### src/nalsplit_pkg.sv
// ----------------------------------------------------------------------------
// NAL splitter package
// Types, field widths and header codes shared by the Annex B NAL splitter.
// ----------------------------------------------------------------------------
package nalsplit_pkg;

   // Packet and table limits.
   localparam int unsigned MAX_PACKET_BYTES = 1048576;
   localparam int unsigned MAX_NALS         = 64;

   // Field widths.
   localparam int unsigned OFFSET_W = 20;
   localparam int unsigned LENGTH_W = 21;
   localparam int unsigned POS_W    = 21;   // byte counter, holds MAX_PACKET_BYTES itself
   localparam int unsigned COUNT_W  = 7;    // record counter, holds MAX_NALS itself
   localparam int unsigned TYPE_W   = 6;
   localparam int unsigned INDEX_W  = 6;

   // Annex B three-byte start code as seen in the byte history.
   localparam logic [23:0] START_CODE = 24'h000001;

   // H.264 header types.
   localparam logic [4:0] H264_MAX_KNOWN = 5'd9;
   localparam logic [4:0] H264_SLICE_P   = 5'd1;
   localparam logic [4:0] H264_SLICE_IDR = 5'd5;

   // H.265 header types.
   localparam logic [5:0] H265_TRAIL_R = 6'd1;
   localparam logic [5:0] H265_IDR     = 6'd19;
   localparam logic [5:0] H265_VPS     = 6'd32;
   localparam logic [5:0] H265_SPS     = 6'd33;
   localparam logic [5:0] H265_PPS     = 6'd34;
   localparam logic [5:0] H265_SEI     = 6'd39;

   typedef enum logic {
      CODEC_H264 = 1'b0,
      CODEC_H265 = 1'b1
   } codec_type;

   typedef enum logic [1:0] {
      STATUS_OK       = 2'd0,
      STATUS_BAD_TYPE = 2'd1,
      STATUS_OVERFLOW = 2'd2
   } status_type;

   // One input byte of a packet.
   typedef struct packed {
      logic [7:0] data_byte;
      logic       last_byte;
   } req_type;

   // One result record.
   typedef struct packed {
      logic                nal_valid;
      logic [TYPE_W-1:0]   nal_type;
      logic [OFFSET_W-1:0] nal_offset;
      logic [LENGTH_W-1:0] nal_length;
      logic [INDEX_W-1:0]  nal_index;
      logic                packet_done;
      status_type          status;
   } rsp_type;

endpackage

### src/annexb_nal_unit_splitter.sv
// ----------------------------------------------------------------------------
// Annex B NAL unit splitter
// Scans packet bytes for start codes and emits one record per NAL unit.
// ----------------------------------------------------------------------------
//  Channel   Direction  Handshake            Payload
//  req_      in         req_valid/req_stall  req_type: data_byte, last_byte
//  rsp_      out        rsp_valid/rsp_stall  rsp_type: NAL record and status
//  csr_      in         csr_valid/csr_ready  codec_mode (1 bit)
//
// One byte is taken per cycle while req_stall is low. A byte yields zero, one
// or two records; they are written into a three-entry result queue as the
// byte is taken and leave it one per cycle while rsp_stall is low. A byte is
// refused while two or more records wait in the queue, so a byte that yields
// two records holds back the next byte until a record leaves the queue.
// Reset is synchronous and clears the scan state, the queue and codec_mode.
module annexb_nal_unit_splitter
   import nalsplit_pkg::*;
(
   input  logic    clock,
   input  logic    reset,

   input  logic    req_valid,
   output logic    req_stall,
   input  req_type req_data,

   output logic    rsp_valid,
   input  logic    rsp_stall,
   output rsp_type rsp_data,

   input  logic    csr_valid,
   output logic    csr_ready,
   input  logic    csr_data
);

   // Configuration and scan state.
   codec_type            codec_mode_ff, codec_mode_in;
   logic [23:0]          recent_ff, recent_in;
   logic [POS_W-1:0]     byte_position_ff, byte_position_in;
   logic                 nal_open_ff, nal_open_in;
   logic [TYPE_W-1:0]    open_type_ff, open_type_in;
   logic [OFFSET_W-1:0]  open_start_ff, open_start_in;
   logic [COUNT_W-1:0]   record_count_ff, record_count_in;
   logic                 scan_stopped_ff, scan_stopped_in;
   status_type           error_ff, error_in;
   logic                 fourth_zero_ff, fourth_zero_in;

   // Result queue.
   rsp_type              queue_ff [3];
   rsp_type              queue_in [3];
   logic [1:0]           count_ff, count_in;

   // Step logic.
   logic                 accept;
   logic                 active;
   logic                 hdr_hit;
   logic [POS_W-1:0]     code_start;
   logic [POS_W-1:0]     start_ext;
   logic [LENGTH_W-1:0]  head_length;
   logic [TYPE_W-1:0]    hdr_type;
   logic                 hdr_known;
   logic                 hdr_slice;
   logic                 open_after;
   logic [COUNT_W-1:0]   count_after;
   logic [TYPE_W-1:0]    type_after;
   logic [OFFSET_W-1:0]  start_after;
   status_type           error_after;
   logic                 stopped_after;
   logic [POS_W-1:0]     position_after;
   logic [POS_W-1:0]     end_start_ext;
   logic [LENGTH_W-1:0]  end_length;
   rsp_type              head_result;
   rsp_type              end_result;
   rsp_type              new_first;
   rsp_type              new_second;
   logic [1:0]           new_count;
   logic                 pop;
   logic [1:0]           base;
   rsp_type              shifted0;
   rsp_type              shifted1;

   // Handshakes.
   assign accept    = req_valid && !req_stall;
   assign req_stall = (count_ff >= 2'd2);
   assign rsp_valid = (count_ff != 2'd0);
   assign rsp_data  = queue_ff[0];
   assign csr_ready = 1'b1;

   // Configuration write.
   always_comb begin
      codec_mode_in = codec_mode_ff;
      if (csr_valid && csr_ready) begin
         codec_mode_in = codec_type'(csr_data);
      end
   end

   // Start-code detection and the record closed by a new header.
   assign active      = (byte_position_ff < POS_W'(MAX_PACKET_BYTES));
   assign hdr_hit     = active && !scan_stopped_ff && (byte_position_ff >= POS_W'(3))
                        && (recent_ff == START_CODE);
   assign code_start  = byte_position_ff - POS_W'(3) - POS_W'(fourth_zero_ff);
   assign start_ext   = POS_W'(open_start_ff);
   assign head_length = (code_start >= start_ext) ? LENGTH_W'(code_start - start_ext)
                                                  : '0;

   // The closed record ends the packet when it comes on the final byte and
   // the header opens no new NAL.
   always_comb begin
      head_result             = '0;
      head_result.nal_valid   = 1'b1;
      head_result.nal_type    = open_type_ff;
      head_result.nal_offset  = open_start_ff;
      head_result.nal_length  = head_length;
      head_result.nal_index   = INDEX_W'(record_count_ff - COUNT_W'(1));
      head_result.packet_done = req_data.last_byte && !open_after;
      head_result.status      = error_ff;
   end

   // Header type decode for the selected codec.
   always_comb begin
      hdr_type  = '0;
      hdr_known = 1'b0;
      hdr_slice = 1'b0;
      case (codec_mode_ff)
         CODEC_H264: begin
            hdr_type  = TYPE_W'(req_data.data_byte[4:0]);
            hdr_known = (req_data.data_byte[4:0] <= H264_MAX_KNOWN);
            hdr_slice = (req_data.data_byte[4:0] == H264_SLICE_P)
                        || (req_data.data_byte[4:0] == H264_SLICE_IDR);
         end
         CODEC_H265: begin
            hdr_type  = req_data.data_byte[6:1];
            hdr_slice = (hdr_type == H265_TRAIL_R) || (hdr_type == H265_IDR);
            hdr_known = hdr_slice || (hdr_type == H265_VPS) || (hdr_type == H265_SPS)
                        || (hdr_type == H265_PPS) || (hdr_type == H265_SEI);
         end
         default: begin
            hdr_type  = '0;
            hdr_known = 1'b0;
            hdr_slice = 1'b0;
         end
      endcase
   end

   // State after the header byte has been handled.
   always_comb begin
      open_after    = nal_open_ff;
      count_after   = record_count_ff;
      type_after    = open_type_ff;
      start_after   = open_start_ff;
      error_after   = error_ff;
      stopped_after = scan_stopped_ff;
      if (hdr_hit) begin
         open_after = 1'b0;
         if (!hdr_known) begin
            if (codec_mode_ff == CODEC_H265) begin
               error_after   = STATUS_BAD_TYPE;
               stopped_after = 1'b1;
            end
         end else if (record_count_ff >= COUNT_W'(MAX_NALS)) begin
            error_after   = STATUS_OVERFLOW;
            stopped_after = 1'b1;
         end else begin
            count_after   = record_count_ff + COUNT_W'(1);
            open_after    = 1'b1;
            type_after    = hdr_type;
            start_after   = OFFSET_W'(byte_position_ff);
            stopped_after = scan_stopped_ff || hdr_slice;
         end
      end
   end

   // Final record of the packet: the open NAL, or an empty record.
   assign position_after = active ? (byte_position_ff + POS_W'(1)) : byte_position_ff;
   assign end_start_ext  = POS_W'(start_after);
   assign end_length     = (position_after >= end_start_ext)
                           ? LENGTH_W'(position_after - end_start_ext) : '0;

   always_comb begin
      end_result             = '0;
      end_result.packet_done = 1'b1;
      end_result.status      = error_after;
      if (open_after) begin
         end_result.nal_valid  = 1'b1;
         end_result.nal_type   = type_after;
         end_result.nal_offset = start_after;
         end_result.nal_length = end_length;
         end_result.nal_index  = INDEX_W'(count_after - COUNT_W'(1));
      end
   end

   // Records made by this byte, in order. The final byte adds its own record
   // only when a NAL is still open or no record was closed by a header.
   always_comb begin
      new_first  = hdr_hit && nal_open_ff ? head_result : end_result;
      new_second = end_result;
      new_count  = 2'd0;
      if (accept) begin
         new_count = 2'(hdr_hit && nal_open_ff)
                     + 2'(req_data.last_byte && (open_after || !(hdr_hit && nal_open_ff)));
      end
   end

   // Scan state update.
   always_comb begin
      recent_in        = recent_ff;
      byte_position_in = byte_position_ff;
      nal_open_in      = nal_open_ff;
      open_type_in     = open_type_ff;
      open_start_in    = open_start_ff;
      record_count_in  = record_count_ff;
      scan_stopped_in  = scan_stopped_ff;
      error_in         = error_ff;
      fourth_zero_in   = fourth_zero_ff;
      if (accept) begin
         if (req_data.last_byte) begin
            recent_in        = '0;
            byte_position_in = '0;
            nal_open_in      = 1'b0;
            open_type_in     = '0;
            open_start_in    = '0;
            record_count_in  = '0;
            scan_stopped_in  = 1'b0;
            error_in         = STATUS_OK;
            fourth_zero_in   = 1'b0;
         end else begin
            nal_open_in      = open_after;
            open_type_in     = type_after;
            open_start_in    = start_after;
            record_count_in  = count_after;
            scan_stopped_in  = stopped_after;
            error_in         = error_after;
            byte_position_in = position_after;
            if (active) begin
               fourth_zero_in = (byte_position_ff >= POS_W'(3))
                                && (recent_ff[23:16] == 8'h00);
               recent_in      = {recent_ff[15:0], req_data.data_byte};
            end
         end
      end
   end

   // Result queue: drop the head on a transfer, then append new records.
   assign pop      = rsp_valid && !rsp_stall;
   assign base     = count_ff - 2'(pop);
   assign shifted0 = pop ? queue_ff[1] : queue_ff[0];
   assign shifted1 = pop ? queue_ff[2] : queue_ff[1];

   always_comb begin
      queue_in[0] = (base >= 2'd1) ? shifted0 : new_first;
      queue_in[1] = (base >= 2'd2) ? shifted1
                  : ((base == 2'd1) ? new_first : new_second);
      queue_in[2] = (base == 2'd3) ? queue_ff[2]
                  : ((base == 2'd2) ? new_first
                  : ((base == 2'd1) ? new_second : queue_ff[2]));
      count_in    = base + new_count;
   end

   // Registers.
   always_ff @(posedge clock) begin
      if (reset) begin
         codec_mode_ff    <= CODEC_H264;
         recent_ff        <= '0;
         byte_position_ff <= '0;
         nal_open_ff      <= 1'b0;
         open_type_ff     <= '0;
         open_start_ff    <= '0;
         record_count_ff  <= '0;
         scan_stopped_ff  <= 1'b0;
         error_ff         <= STATUS_OK;
         fourth_zero_ff   <= 1'b0;
         count_ff         <= '0;
      end else begin
         codec_mode_ff    <= codec_mode_in;
         recent_ff        <= recent_in;
         byte_position_ff <= byte_position_in;
         nal_open_ff      <= nal_open_in;
         open_type_ff     <= open_type_in;
         open_start_ff    <= open_start_in;
         record_count_ff  <= record_count_in;
         scan_stopped_ff  <= scan_stopped_in;
         error_ff         <= error_in;
         fourth_zero_ff   <= fourth_zero_in;
         count_ff         <= count_in;
      end
   end

   // Queue payload needs no reset.
   always_ff @(posedge clock) begin
      queue_ff[0] <= queue_in[0];
      queue_ff[1] <= queue_in[1];
      queue_ff[2] <= queue_in[2];
   end

   // Checks.
   a_packet_clears: assert property (@(posedge clock) disable iff (reset)
      (accept && req_data.last_byte) |=> (byte_position_ff == '0) && (record_count_ff == '0)
                                          && !nal_open_ff)
      else $error("scan state not cleared after the final byte");

   a_count_bound: assert property (@(posedge clock) disable iff (reset)
      record_count_ff <= COUNT_W'(MAX_NALS))
      else $error("record count above table limit");

   a_error_stops: assert property (@(posedge clock) disable iff (reset)
      (error_ff != STATUS_OK) |-> scan_stopped_ff)
      else $error("error status without a stopped scan");

   a_open_counted: assert property (@(posedge clock) disable iff (reset)
      nal_open_ff |-> (record_count_ff != '0))
      else $error("open NAL without a table entry");

endmodule
### config.mk
export PLATFORM = sky130hd
export DESIGN_NAME = annexb_nal_unit_splitter
export DESIGN_NICKNAME = d
export VERILOG_FILES = /design/src/nalsplit_pkg.sv /design/src/annexb_nal_unit_splitter.sv
export SDC_FILE = /design/constraint.sdc
export NUM_CORES = 1
export LEC_CHECK = 0
export BUFFER_PORTS_ARGS = -buffer_cell sky130_fd_sc_hd__buf_2
export CAP_MARGIN = 10
export CELL_PAD_IN_SITES_DETAIL_PLACEMENT = 0
export CELL_PAD_IN_SITES_GLOBAL_PLACEMENT = 1
export CORE_MARGIN = 2
export CORE_UTILIZATION = 49
export CTS_BUF_LIST = sky130_fd_sc_hd__clkbuf_8
export DETAILED_ROUTE_END_ITERATION = 12
export PLACE_DENSITY_LB_ADDON = 0.1
export SYNTH_ARGS = -nofsm -noshare
export SYNTH_HDL_FRONTEND = slang
export SYNTH_SLANG_ARGS = --single-unit
### constraint.sdc
create_clock -name clock -period 7.4 [get_ports clock]
set_clock_uncertainty 0.15 [all_clocks]
set_input_delay 0.74 -clock clock [delete_from_list [all_inputs] [get_ports clock]]
set_output_delay 0.74 -clock clock [all_outputs]
set_load 0.02 [all_outputs]
==> results list, run 1 <==
- Timing would allow up to between 150 and 200 MHz.
- Routed wirelength normalized by instance count: 21.5 um
- Once routing completed, OpenROAD measured the worst setup slack at between 1.5 and 2 ns.
- After Yosys synthesis, full adders, half adders and majority gates account for 4.44% of the synthesized area.
- Total die area: 0.0338 sq mm
- Initial core utilization: 50.0%
- Dpl ws: around 1.6 ns
- Synth warnings: 0
- Portion of synthesized cell area occupied by the leading cell type: 32.4%
* Pins over their slew limit: 0
- In this run, post-CTS repair resized a total of 0 instances.
- Clock net sink count: approximately 260
- Number of synthesized flops with an enable pin: ~170
- Of the total synthesized cell area, the portion taken by XOR and XNOR cells is roughly 4.6%.
- The clock network accounts for a little over a fifth of the total power.
- Fillers: slightly above 3,000
- TritonCTS built the clock tree.
- Die Ht: between 150 and 200 um
- The clock passes through at most 3 buffers.
* Share of the synthesized area in compound gates (AO/OA/AOI/OAI): 20.8%
* Final worst path period share: between 70% and 80%
- The number of antenna violations at the first check in global routing is 0.
- Buffers added to address setup during post-CTS repair amount to 0.
* Number of port buffers: 73
- The routed layout has 13,452 vias.
* 1st-pass router iterations: 7
- Along the worst path, the maximum fanout reaches 19.
* Ant diodes: 0
* Crit end category: register
- Summed over all layers, the routed wires come to ~48,000 um.
- Hold-fix buffers at CTS: 0
- Final Non-Filler Cells: between 2,000 and 2,500
- Headroom to the max-slew limit: between 20% and 30%
- Sequential fraction of the synthesis area: 43.3%
- Sequential share of power: 43.3%
* Vias in the first global route: 12,092
* First-pass GRT wire length: ~73,000 um
* Pin count of the biggest net entering global routing: 85
- In this run switching power makes up about two fifths of total power.
- The root buffer cell chosen for the clock tree is sky130_fd_sc_hd__clkbuf_8.
* Arrival time at the worst endpoint: just over 6 ns
- In the final layout, the share of cells above drive strength 1 is between 10% and 20%.
- Final setup vio count: 0
* Unrepaired setup endpoints after global routing: false
- The final count of hold timing violations was 0.
* Detailed Route Iter0 Violations: approximately 1,400
- Counting I/O delays and the setup requirement, the final critical path takes ~5.8 ns.
- Of the total synthesized cell area, the portion taken by AND, OR, NAND and NOR gates is between 10% and 20%.
- For this run the aggregate overflow at the end of global routing stands at 0.
- Final layout net count: between 1,500 and 2,000
* Net switching power: 2.29 mW
* CTS H-Tree Depth: 2
- The tool flagged a number of max-cap violations equal to 0.
- Buffers inserted during clock tree synthesis total between 40 and 50.
- Commonest cells in the netlist: sky130_fd_sc_hd__nor2_1, sky130_fd_sc_hd__nand2_1, sky130_fd_sc_hd__edfxtp_1
- Of the post-synthesis cell area, the part taken by muxes is 1.18%.
- The flow ran to the end, and the final reports show no timing, DRC or antenna violations.
- By instance count, the leading cell after synthesis is sky130_fd_sc_hd__nor2_1.
- Clock edge transition at the registers on the reported setup and hold paths: 0.06 ns
* Worst-Skew Late Latency: roughly 0.60 ns
- Summed over all instances, the cell type with the most area after synthesis is sky130_fd_sc_hd__edfxtp_1.
* Global placer's final weighted congestion: between 0.9 and 1
* Top Ports: 75
- Leading register cell type out of synthesis: sky130_fd_sc_hd__edfxtp_1
* Cell area after synthesis: roughly 0.016 sq mm
- Synth Instances: around 1,800
* Power share of the combinational group: between 30 and 40%
- By area, the combinational part of the netlist is dominated by compound AO/OA/AOI/OAI gates.
- Die Wd: between 150 and 200 um
* Worst-case vdd ir drop: between 0.3 and 0.4 mV
- Type of the most critical hold path: in -> reg
* Number of synthesized register bits: 257
- At the pin with the least slew margin, the transition time is 1.15 ns.
* Mean cell area of the mapped netlist: a little under 9 sq um
* Critical Path RT: between 7 and 8 ns
- Antenna viol nets, final: 0
- Count of standard-cell rows: 65
- Cell count after placement: about 2,200
* Synth-to-Final Area Change: 6.21%
* Post-layout utilization of the core: a little over half
* DRC violations left: 0
* Element type at the critical path start: register
* Setup total negative slack: 0 ns
- Yosys mapped the design onto 83 distinct sky130hd cell types.
- Detailed placement ended at an HPWL of around 34,000 um.
- The number of nets in the synthesized netlist is 1,903.
* Core footprint: roughly 0.032 sq mm
- For this design the static power due to leakage is 6.60 nW.
- Proportion of synthesized flip-flops having asynchronous set or reset: 0%
- By startpoint and endpoint, the worst setup path is classified as reg -> reg.
- The design draws around 5.8 mW.
* Ranking of synthesized cells by area: sky130_fd_sc_hd__edfxtp_1, sky130_fd_sc_hd__dfxtp_1, sky130_fd_sc_hd__nor2_1
- Routed vias/inst: 6.02
* Pwr Density: between 300 and 400 mW/mm^2
* Cell internal pwr: between 3 and 4 mW
* Overall fraction of global-route tracks in use: between 20% and 30%
## power by group through the flow
stage	sequential (mW)	combinational [mW]	clock, mW
after floorplan	2.51	1.54	0
after global placement	2.50	2.05	0
after detailed placement	2.52	2.08	0
after CTS	2.49	2.08	1.22
after global routing	2.54	2.26	1.28
final	2.49	2.06	1.20
## registers in the layout (all words and copies together) (netlist names), 2 cells and up
register,count
queue_ff,171
recent_ff,24
byte_position_ff,21
open_start_ff,20
record_count_ff,7
open_type_ff,6
count_ff,2
error_ff,2
## cell usage in the layout, fill, tap and decap left out, types with 8 or more instances in the layout
| master | netlist | routed |
|---|---|---|
| sky130_fd_sc_hd__buf_4 | 58 | 27 |
| sky130_fd_sc_hd__a21oi_1 | 152 | 152 |
| sky130_fd_sc_hd__nor3_1 | 27 | 27 |
| sky130_fd_sc_hd__o21ai_0 | 114 | 114 |
| sky130_fd_sc_hd__xnor2_1 | 55 | 55 |
| sky130_fd_sc_hd__buf_2 | 3 | 73 |
| sky130_fd_sc_hd__dfxtp_1 | 86 | 86 |
| sky130_fd_sc_hd__a32oi_1 | 13 | 13 |
| sky130_fd_sc_hd__nand2b_1 | 10 | 8 |
| sky130_fd_sc_hd__nand2_1 | 178 | 176 |
| sky130_fd_sc_hd__nand3_1 | 66 | 66 |
| sky130_fd_sc_hd__xor2_1 | 28 | 28 |
| sky130_fd_sc_hd__nor4_1 | 11 | 11 |
| sky130_fd_sc_hd__a22oi_1 | 79 | 79 |
| sky130_fd_sc_hd__ha_1 | 53 | 52 |
| sky130_fd_sc_hd__o21a_1 | 15 | 15 |
| sky130_fd_sc_hd__nand4_1 | 15 | 15 |
| sky130_fd_sc_hd__mux2_2 | 12 | 12 |
| sky130_fd_sc_hd__o21ai_1 | 18 | 18 |
| sky130_fd_sc_hd__clkbuf_8 | 0 | 47 |
| sky130_fd_sc_hd__and3_1 | 13 | 13 |
| sky130_fd_sc_hd__nor2b_1 | 11 | 11 |
| sky130_fd_sc_hd__or3_1 | 9 | 9 |
| sky130_fd_sc_hd__edfxtp_1 | 171 | 171 |
| sky130_fd_sc_hd__a21o_1 | 34 | 34 |
| sky130_fd_sc_hd__nor2_1 | 265 | 260 |
| sky130_fd_sc_hd__inv_1 | 78 | 96 |
| sky130_fd_sc_hd__a31oi_1 | 32 | 32 |
## area by class of cell
type	instances	area (sq um)	area share, %
Inverter	79	298	1.77
Timing Repair Buffer	100	568	3.37
Sequential cell	257	6860	40.7
Tap cell	402	503	2.99
Clock buffer	47	647	3.84
Multi-Input combinational cell	1317	7810	46.4
Clock inverter	34	150	0.892
## path summary, 6_finish.rpt
| check | start | endpoint | slack, ns | cells after the start |
|---|---|---|---|---|
| worst max-delay path | byte_position_ff[16] | queue_ff[0][28] | 1.58 | 17 |
| worst min-delay path | csr_data | codec_mode_ff | 0.25 | 3 |
| worst max register to register | byte_position_ff[16] | queue_ff[0][28] | 1.58 | 17 |
| worst min register to register | scan_stopped_ff | scan_stopped_ff | 0.33 | 1 |
## kinds of logic (layout without fill, tap and decap cells)
group / count (synthesis) / in the layout
fa+ha+maj: 55 / 55
compound gates: 523 / 523
buf+inv: 259 / 260
mux: 16 / 16
simple gates: 639 / 639
xor+xnor: 83 / 83
other cells: 1 / 1
flops: 257 / 257
## critical path: stages (launching register included)
cell and delay [ns]:
sky130_fd_sc_hd__dfxtp_1 0.41, sky130_fd_sc_hd__or4_4 0.61, sky130_fd_sc_hd__or4_4 0.50, sky130_fd_sc_hd__o311a_1 0.40
sky130_fd_sc_hd__buf_4 0.24, sky130_fd_sc_hd__a21oi_1 0.21, sky130_fd_sc_hd__a21o_1 0.18, sky130_fd_sc_hd__inv_1 0.10
sky130_fd_sc_hd__ha_1 0.29, sky130_fd_sc_hd__nor2b_1 0.14, sky130_fd_sc_hd__o21ai_0 0.23, sky130_fd_sc_hd__a21boi_0 0.17
sky130_fd_sc_hd__o31a_1 0.31, sky130_fd_sc_hd__o21a_1 0.28, sky130_fd_sc_hd__a2111oi_0 0.63, sky130_fd_sc_hd__nor3b_1 0.17
sky130_fd_sc_hd__or4bb_1 0.50, sky130_fd_sc_hd__a31oi_1 0.17
## stage by stage
step           cell area, sq um  hold slack [ns]
2_1_floorplan             15800            0.292
3_3_place_gp              16000            0.308
3_5_place_dp              16000            0.313
4_1_cts                   16800            0.222
5_1_grt                   16800            0.253
6_report                  16800            0.249
## layer usage
metal	up-vias	share of wire (%)	global-route usage [%]
met1	6447	49	43.3
met4	0	1.5	6.02
li1	6452	-	-
met3	56	7.1	4.69
met5	-	0	0
met2	497	43	41.9
No activity file was read; power rests on OpenSTA's default activity.
==> run 2: changes to the inputs <==
Settings changed: CORE_UTILIZATION 49 to 45.
Clock period 7.4 ns to 4.79 ns, I/O delays scaled along.
==> results list, run 2 (synthesis gave the netlist of run 1 again) <==
- STA classifies the critical path startpoint as a register.
* LEAKAGE: 7.31 nW
* Most frequent CP cell: sky130_fd_sc_hd__a21o_1
- Post-layout utilization of the core: a little over half
- Total of max-cap violations: 0
- Routed wirelength normalized by instance count: approximately 22 um
- Cell breakdown of the critical path: or4_4 > or4_4 > o311ai_4 > nor2_4 > buf_4 > a21o_1 > inv_2 > ha_4 > a21o_1 > a21o_1 > o31a_1 > o21a_4 > a2111oi_4 > nor3b_2 > or4bb_1 > a31oi_1
* Worst-case vdd ir drop: around 0.75 mV
- In the routed design, unresolved DRC markers number 0.
- Data on the critical path arrives at its endpoint at around 4.9 ns.
- The first global-routing pass estimated between 70,000 and 80,000 um of wire.
- The die is around 190 um tall.
- After routing the design area is roughly 0.018 sq mm.
- The number of antenna violations at the first check in global routing was 0.
- Longest Clk Path Bufs: 3
- Final hold violation count: 0
- For the pin with the worst max-slew slack, the measured transition is slightly below 1 ns.
- Global placer's final weighted congestion: roughly 0.92
- Cells with a size suffix above 1 make up a little under a fifth of the layout.
- At the worst endpoint, the required time is just over 5 ns.
- Ant diodes: 0
* Critical path buffer and inverter count: 2
- Cell at the slowest stage of the critical path: sky130_fd_sc_hd__or4_4
* Headroom to the max-slew limit: between 30% and 40%
* Clock net sink count: around 260
- Summed over all layers, the global routing overflow is 0.
- CTS built an H-tree with a depth of 2.
* Commonest cells after routing, fill and taps aside: sky130_fd_sc_hd__nor2_1, sky130_fd_sc_hd__nand2_1, sky130_fd_sc_hd__edfxtp_1, sky130_fd_sc_hd__buf_4, sky130_fd_sc_hd__a21oi_1
* Biggest register: queue_ff
- Initial core utilization: 45.8%
- The register with the most flip-flops in the layout has approximately 170 of them.
- Stage delay of the slowest cell on the critical path: ~0.53 ns
- In this run the standard cell core region covers 0.0346 sq mm.
* Pwr Density: roughly 500 mW/mm^2
* Die Wd: approximately 190 um
- TritonCTS clock tree: done
- DP HPWL: around 38,000 um
- In this run, the number of DRC markers left after iteration 0 of detailed routing was a little under 1,000.
* Pin count of the biggest net entering global routing: 71
* Vias in the first global route: approximately 13,000
- Setup slack of the most critical reg-to-reg path: around 0.19 ns
* Total number of cells along the worst setup path: 16
- Most common cell after layout, fill and taps aside: sky130_fd_sc_hd__nor2_1
* Final worst path period share: between 90% and 100%
- 75 I/O pins were placed.
- The pre-antenna-repair detailed-routing pass consisted of 8 iterations.
- CTS placed an instance of sky130_fd_sc_hd__clkbuf_8 at the clock tree root.
- Worst hold slack: between 0.04 and 0.05 ns
* Total via count in the routed design: between 10,000 and 15,000
- Antenna viol nets, final: 0
- Critical path start-end classification: reg -> reg
- Summing all placed instances gives a cell area of 0.0171 sq mm.
* Synth-to-Final Area Change: 15.2%
* Regs by FF count: queue_ff (171), recent_ff (24), byte_position_ff (21)
- After clock tree synthesis, the clock-pin slew on the worst setup and hold paths is roughly 0.06 ns.
* Count of standard-cell rows: 68
- Counting instances, the worst hold path has a depth of 3.
* Number of cells on the worst reg-to-reg path: 16
* Drt total wl: between 50,000 and 60,000 um
- The die covers between 0.03 and 0.04 sq mm.
- Unrepaired setup endpoints after global routing: true
- Total chip power: around 9.0 mW
* Overall fraction of global-route tracks in use: between 20% and 30%
* Origin of the worst setup path: byte_position_ff[13]
* Pins over their slew limit: 0
- The worst hold path belongs to the class in -> reg.
- Timing would allow up to around 220 MHz.
- Critical Path Sink: queue_ff[0][28]
- Final setup vio count: 0
- In the routed layout, each cell is associated on average with a via count of ~5.7.
* Outcome: finished clean
* Crit end category: register
* Final layout net count: around 2,000
- Worst reg2reg path startpoint: byte_position_ff[13]
- Number of port buffers: between 70 and 80
* Family with the most delay on the worst path: compound AO/OA/AOI/OAI gates
- Crit-path max FO: 6
* Reg-to-Reg End: queue_ff[0][28]
- Clock tree synthesis inserted a total of between 40 and 50 buffers.
- The smallest clock period supported by the final layout is computed as 4.60 ns.
- Worst-Skew Late Latency: ~0.62 ns
-- run 2: final cells by class --
class,instances,area (sq um)
multi-input combinational,1317,8070
fill,3336,16400
clock inverter,36,180
tap,455,569
clock buffer,49,674
sequential,257,6860
inverter,79,298
timing repair buffer,229,1610
-- run 2: per-layer routing --
metal  vias to the layer above  track usage (%)  wire length [um]
met5                         -                0                 0
met4                         0             10.9              1850
met3                       101             5.19              3430
met2                       443             44.4             23500
met1                      6601             38.8             23500
li1                       6707                -                 -
-- run 2: where the power goes --
group	leakage, nW	internal, mW	switching (mW)	total [mW]
combinational	4.35	0.845	2.41	3.25
sequential	2.47	3.65	0.184	3.83
clock	0.496	1.00	0.957	1.96
-- run 2: through the flow --
step / setup TNS (ns) / std cells / setup WS (ns)
finish: 0 / 2422 / 0.188
global route: -0.0353 / 2422 / -0.0252
CTS: 0 / 2413 / 0.0258
detailed placement: -0.334 / 2324 / -0.122
global placement: -0.0789 / 2324 / -0.0789
floorplan: -0.0837 / 1833 / -0.0837
-- run 2: worst register-to-register path, delay by kind of cell, from the launching register on --
kind	cells	cell delay, ns
DFF	1	0.31
buffers and inverters	2	0.25
AOI/OAI and AO/OA	8	1.87
adders and majority gates	1	0.20
and+or+nand+nor	5	1.70
-- run 2: how the worst min path moves through the flow --
stage,start,endpoint,slack [ns]
6_report,req_data[1],recent_ff[0],0.05
3_5_place_dp,scan_stopped_ff,scan_stopped_ff,0.32
5_1_grt,req_data[1],recent_ff[0],0.03
2_1_floorplan,scan_stopped_ff,scan_stopped_ff,0.29
3_3_place_gp,recent_ff[19],recent_ff[19],0.32
4_1_cts,req_data[1],recent_ff[0],0.005
-- run 2: what timing repair did --
item / 4_1_cts / 5_1_grt
resized for setup: 4 / 33
endpoints found under the hold margin: 2 / 0
pin swaps: 3 / 10
hold buffers: 3 / 0
setup buffers: 1 / 9
endpoints found under the setup margin: 12 / 63
==> run 3: changes to the inputs <==
Settings changed: CORE_MARGIN 2 to 4, CORE_UTILIZATION 45 to 53.
Clock period 4.79 ns to 5.7 ns, I/O delays scaled along.
==> results list, run 3 (synthesis gave the netlist of run 1 again) <==
- The run finished with clean final reports.
* Critical Path RT: roughly 6 ns
- In the final layout, the registers with the most flip-flops are queue_ff (171), recent_ff (24), byte_position_ff (21).
* Element type at the critical path start: register
- Drt total wl: approximately 48,000 um
* Biggest register: queue_ff
* Critical path start-end classification: reg -> reg
- Antenna viol nets, final: 0
- Counting I/O delays and the setup requirement, the final critical path takes 5.32 ns.
- The first global-routing pass estimated around 75,000 um of wire.
* Clock net sink count: approximately 260
- Largest register FFs: between 150 and 200
- For this configuration, the core starts out at a cell density of about 54%.
- Setup total negative slack: 0 ns
* Crit-path max FO: 13
- Final worst path period share: 93.4%
* Hold-fix buffers at CTS: 0
- For this run, the detailed router's first-pass iteration total came to 5.
* Vias in the first global route: between 10,000 and 15,000
- The floorplan has between 60 and 70 rows.
- Clock tree synthesis inserted a total of 45 buffers.
- For this run, the total global-route usage over all layers was measured as 28.7%.
- DRC violations left: 0
* Ant diodes: 0
- From left edge to right edge, the die measures around 180 um.
- At the pin with the least slew margin, the transition time is between 1 and 1.5 ns.
- TritonCTS clock tree: done
* M1 GR Usage: 43.6%
- Arrival time at the worst endpoint: 5.59 ns
- Synth-to-Final Area Change: 8.22%
- The library cell used most frequently in the layout, excluding fill and tap cells, is sky130_fd_sc_hd__nor2_1.
- Global routing used about 42% of the available met2 tracks.
- Final setup vio count: 0
- Headroom to the max-slew limit: between 20% and 30%
- Total die area: between 0.03 and 0.04 sq mm
- The worst hold path belongs to the class in -> reg.
- CTS Root Buffer Type: sky130_fd_sc_hd__clkbuf_8
- Antenna violations before repair: 0
* Routing usage on met3: 5.25%
* Routed vias/inst: ~6
- Total of max-cap violations: 0
- The number of setup buffers added after CTS is 0.
* DP HPWL: ~34,000 um
- The clock passes through at most 3 buffers.
- Number of port buffers: 73
- The net count of the finished layout is 1,893.
- Based on the critical path, the design can be clocked at up to between 150 and 200 MHz.
- Pins over their slew limit: 0
- The final count of hold timing violations came to 0.
- Routed wirelength normalized by instance count: about 21 um
- Cells with a size suffix above 1 make up 12.7% of the layout.
- LEAKAGE: 6.76 nW
- Total chip power: about 7.6 mW
- Die Ht: approximately 180 um
* Crit end category: register
- The library cells used most frequently in the layout, excluding fill and tap cells, are sky130_fd_sc_hd__nor2_1, sky130_fd_sc_hd__nand2_1, sky130_fd_sc_hd__edfxtp_1, sky130_fd_sc_hd__a21oi_1, sky130_fd_sc_hd__o21ai_0.
- Unrepaired setup endpoints after global routing: false
- Worst-case vdd ir drop: about 0.48 mV
- Routability-driven placement finished with a final weighted congestion of 0.995.
- For this run the aggregate overflow at the end of global routing stands at 0.
* Total via count in the routed design: roughly 14,000
- Pwr Density: approximately 440 mW/mm^2
- Fillers: ~2,700
* Core footprint: slightly below 0.03 sq mm
- The H-tree was split into 2 levels.
* Top Ports: 75
- Pin count of the biggest net entering global routing: a little under 90
* Layer carrying the most global-route usage: met1
* Clock edge transition at the registers on the reported setup and hold paths: approximately 0.06 ns
- The first routing iteration left about 1,400 violations.
- Clock latency on the worst-skew pair, taken at its later pin, is approximately 0.58 ns.
run 3: cell types whose count changed in the layout (fill, tap and decap cells not counted), moves of 5 or more:
cell / change
sky130_fd_sc_hd__buf_4: -98
sky130_fd_sc_hd__a21oi_1: +8
sky130_fd_sc_hd__a21oi_2: -8
sky130_fd_sc_hd__clkbuf_8: +6
sky130_fd_sc_hd__ha_1: +6
sky130_fd_sc_hd__ha_4: -5
sky130_fd_sc_hd__inv_2: -5
sky130_fd_sc_hd__o21ai_0: +5
run 3: worst max-delay path, stage by stage, from the launching register on:
cell and delay, ns:
sky130_fd_sc_hd__dfxtp_1 0.38, sky130_fd_sc_hd__or4_4 0.55, sky130_fd_sc_hd__or4_4 0.50, sky130_fd_sc_hd__o311a_4 0.52, sky130_fd_sc_hd__buf_4 0.20, sky130_fd_sc_hd__a21oi_1 0.18
sky130_fd_sc_hd__a21o_1 0.14, sky130_fd_sc_hd__inv_1 0.06, sky130_fd_sc_hd__ha_1 0.34, sky130_fd_sc_hd__a21oi_1 0.22, sky130_fd_sc_hd__o21bai_1 0.10, sky130_fd_sc_hd__a21oi_1 0.17
sky130_fd_sc_hd__o21ai_0 0.16, sky130_fd_sc_hd__o21a_1 0.20, sky130_fd_sc_hd__a2111oi_1 0.39, sky130_fd_sc_hd__buf_4 0.19, sky130_fd_sc_hd__nor3b_1 0.06, sky130_fd_sc_hd__or4bb_1 0.48
sky130_fd_sc_hd__a31oi_1 0.17
run 3: stage by stage:
step	area (sq um)	worst slack, ns	instances	hold WS, ns	util (%)
after floorplan	15800	0.524	1833	0.292	-
after global placement	16200	0.318	2166	0.315	54.9
after detailed placement	16200	0.220	2166	0.310	54.9
after CTS	17100	0.229	2250	0.0872	58.0
after global routing	17200	0.0436	2250	0.107	58.0
final	17200	0.379	2250	0.103	58.0
run 3: report_power, final:
part / total [mW] / switching, mW / internal, mW
logic: 2.65 / 1.99 / 0.660
clock network: 1.72 / 0.799 / 0.925
registers: 3.23 / 0.154 / 3.07
run 3: per-layer routing:
| metal | wire length [um] | vias up |
|---|---|---|
| met5 | 0 | - |
| met4 | 951 | 0 |
| met3 | 4080 | 71 |
| met2 | 20600 | 572 |
| met1 | 22400 | 6472 |
| li1 | - | 6504 |
run 3: worst paths after layout:
| path | start | endpoint | slack (ns) | depth (start not counted) |
|---|---|---|---|---|
| setup / recovery | byte_position_ff[15] | queue_ff[0][28] | 0.38 | 18 |
| hold / removal | csr_data | codec_mode_ff | 0.10 | 3 |
| setup reg to reg | byte_position_ff[15] | queue_ff[0][28] | 0.38 | 18 |
| hold reg to reg | scan_stopped_ff | scan_stopped_ff | 0.34 | 1 |
run 3: repair_timing:
item                                    4_1_cts  5_1_grt
hold endpoints to repair                      0        0
resized for setup                             0        4
endpoints found under the setup margin        0        3
run 3: final cells by class:
class	instances	area [sq um]	area share [%]
multi-input cells	1317	7830	45.6
flip-flops and latches	257	6860	40.0
repair buffers	123	766	4.46
clock buffers	55	757	4.41
well taps	390	488	2.85
inverters	79	298	1.74
clock inverters	29	158	0.919
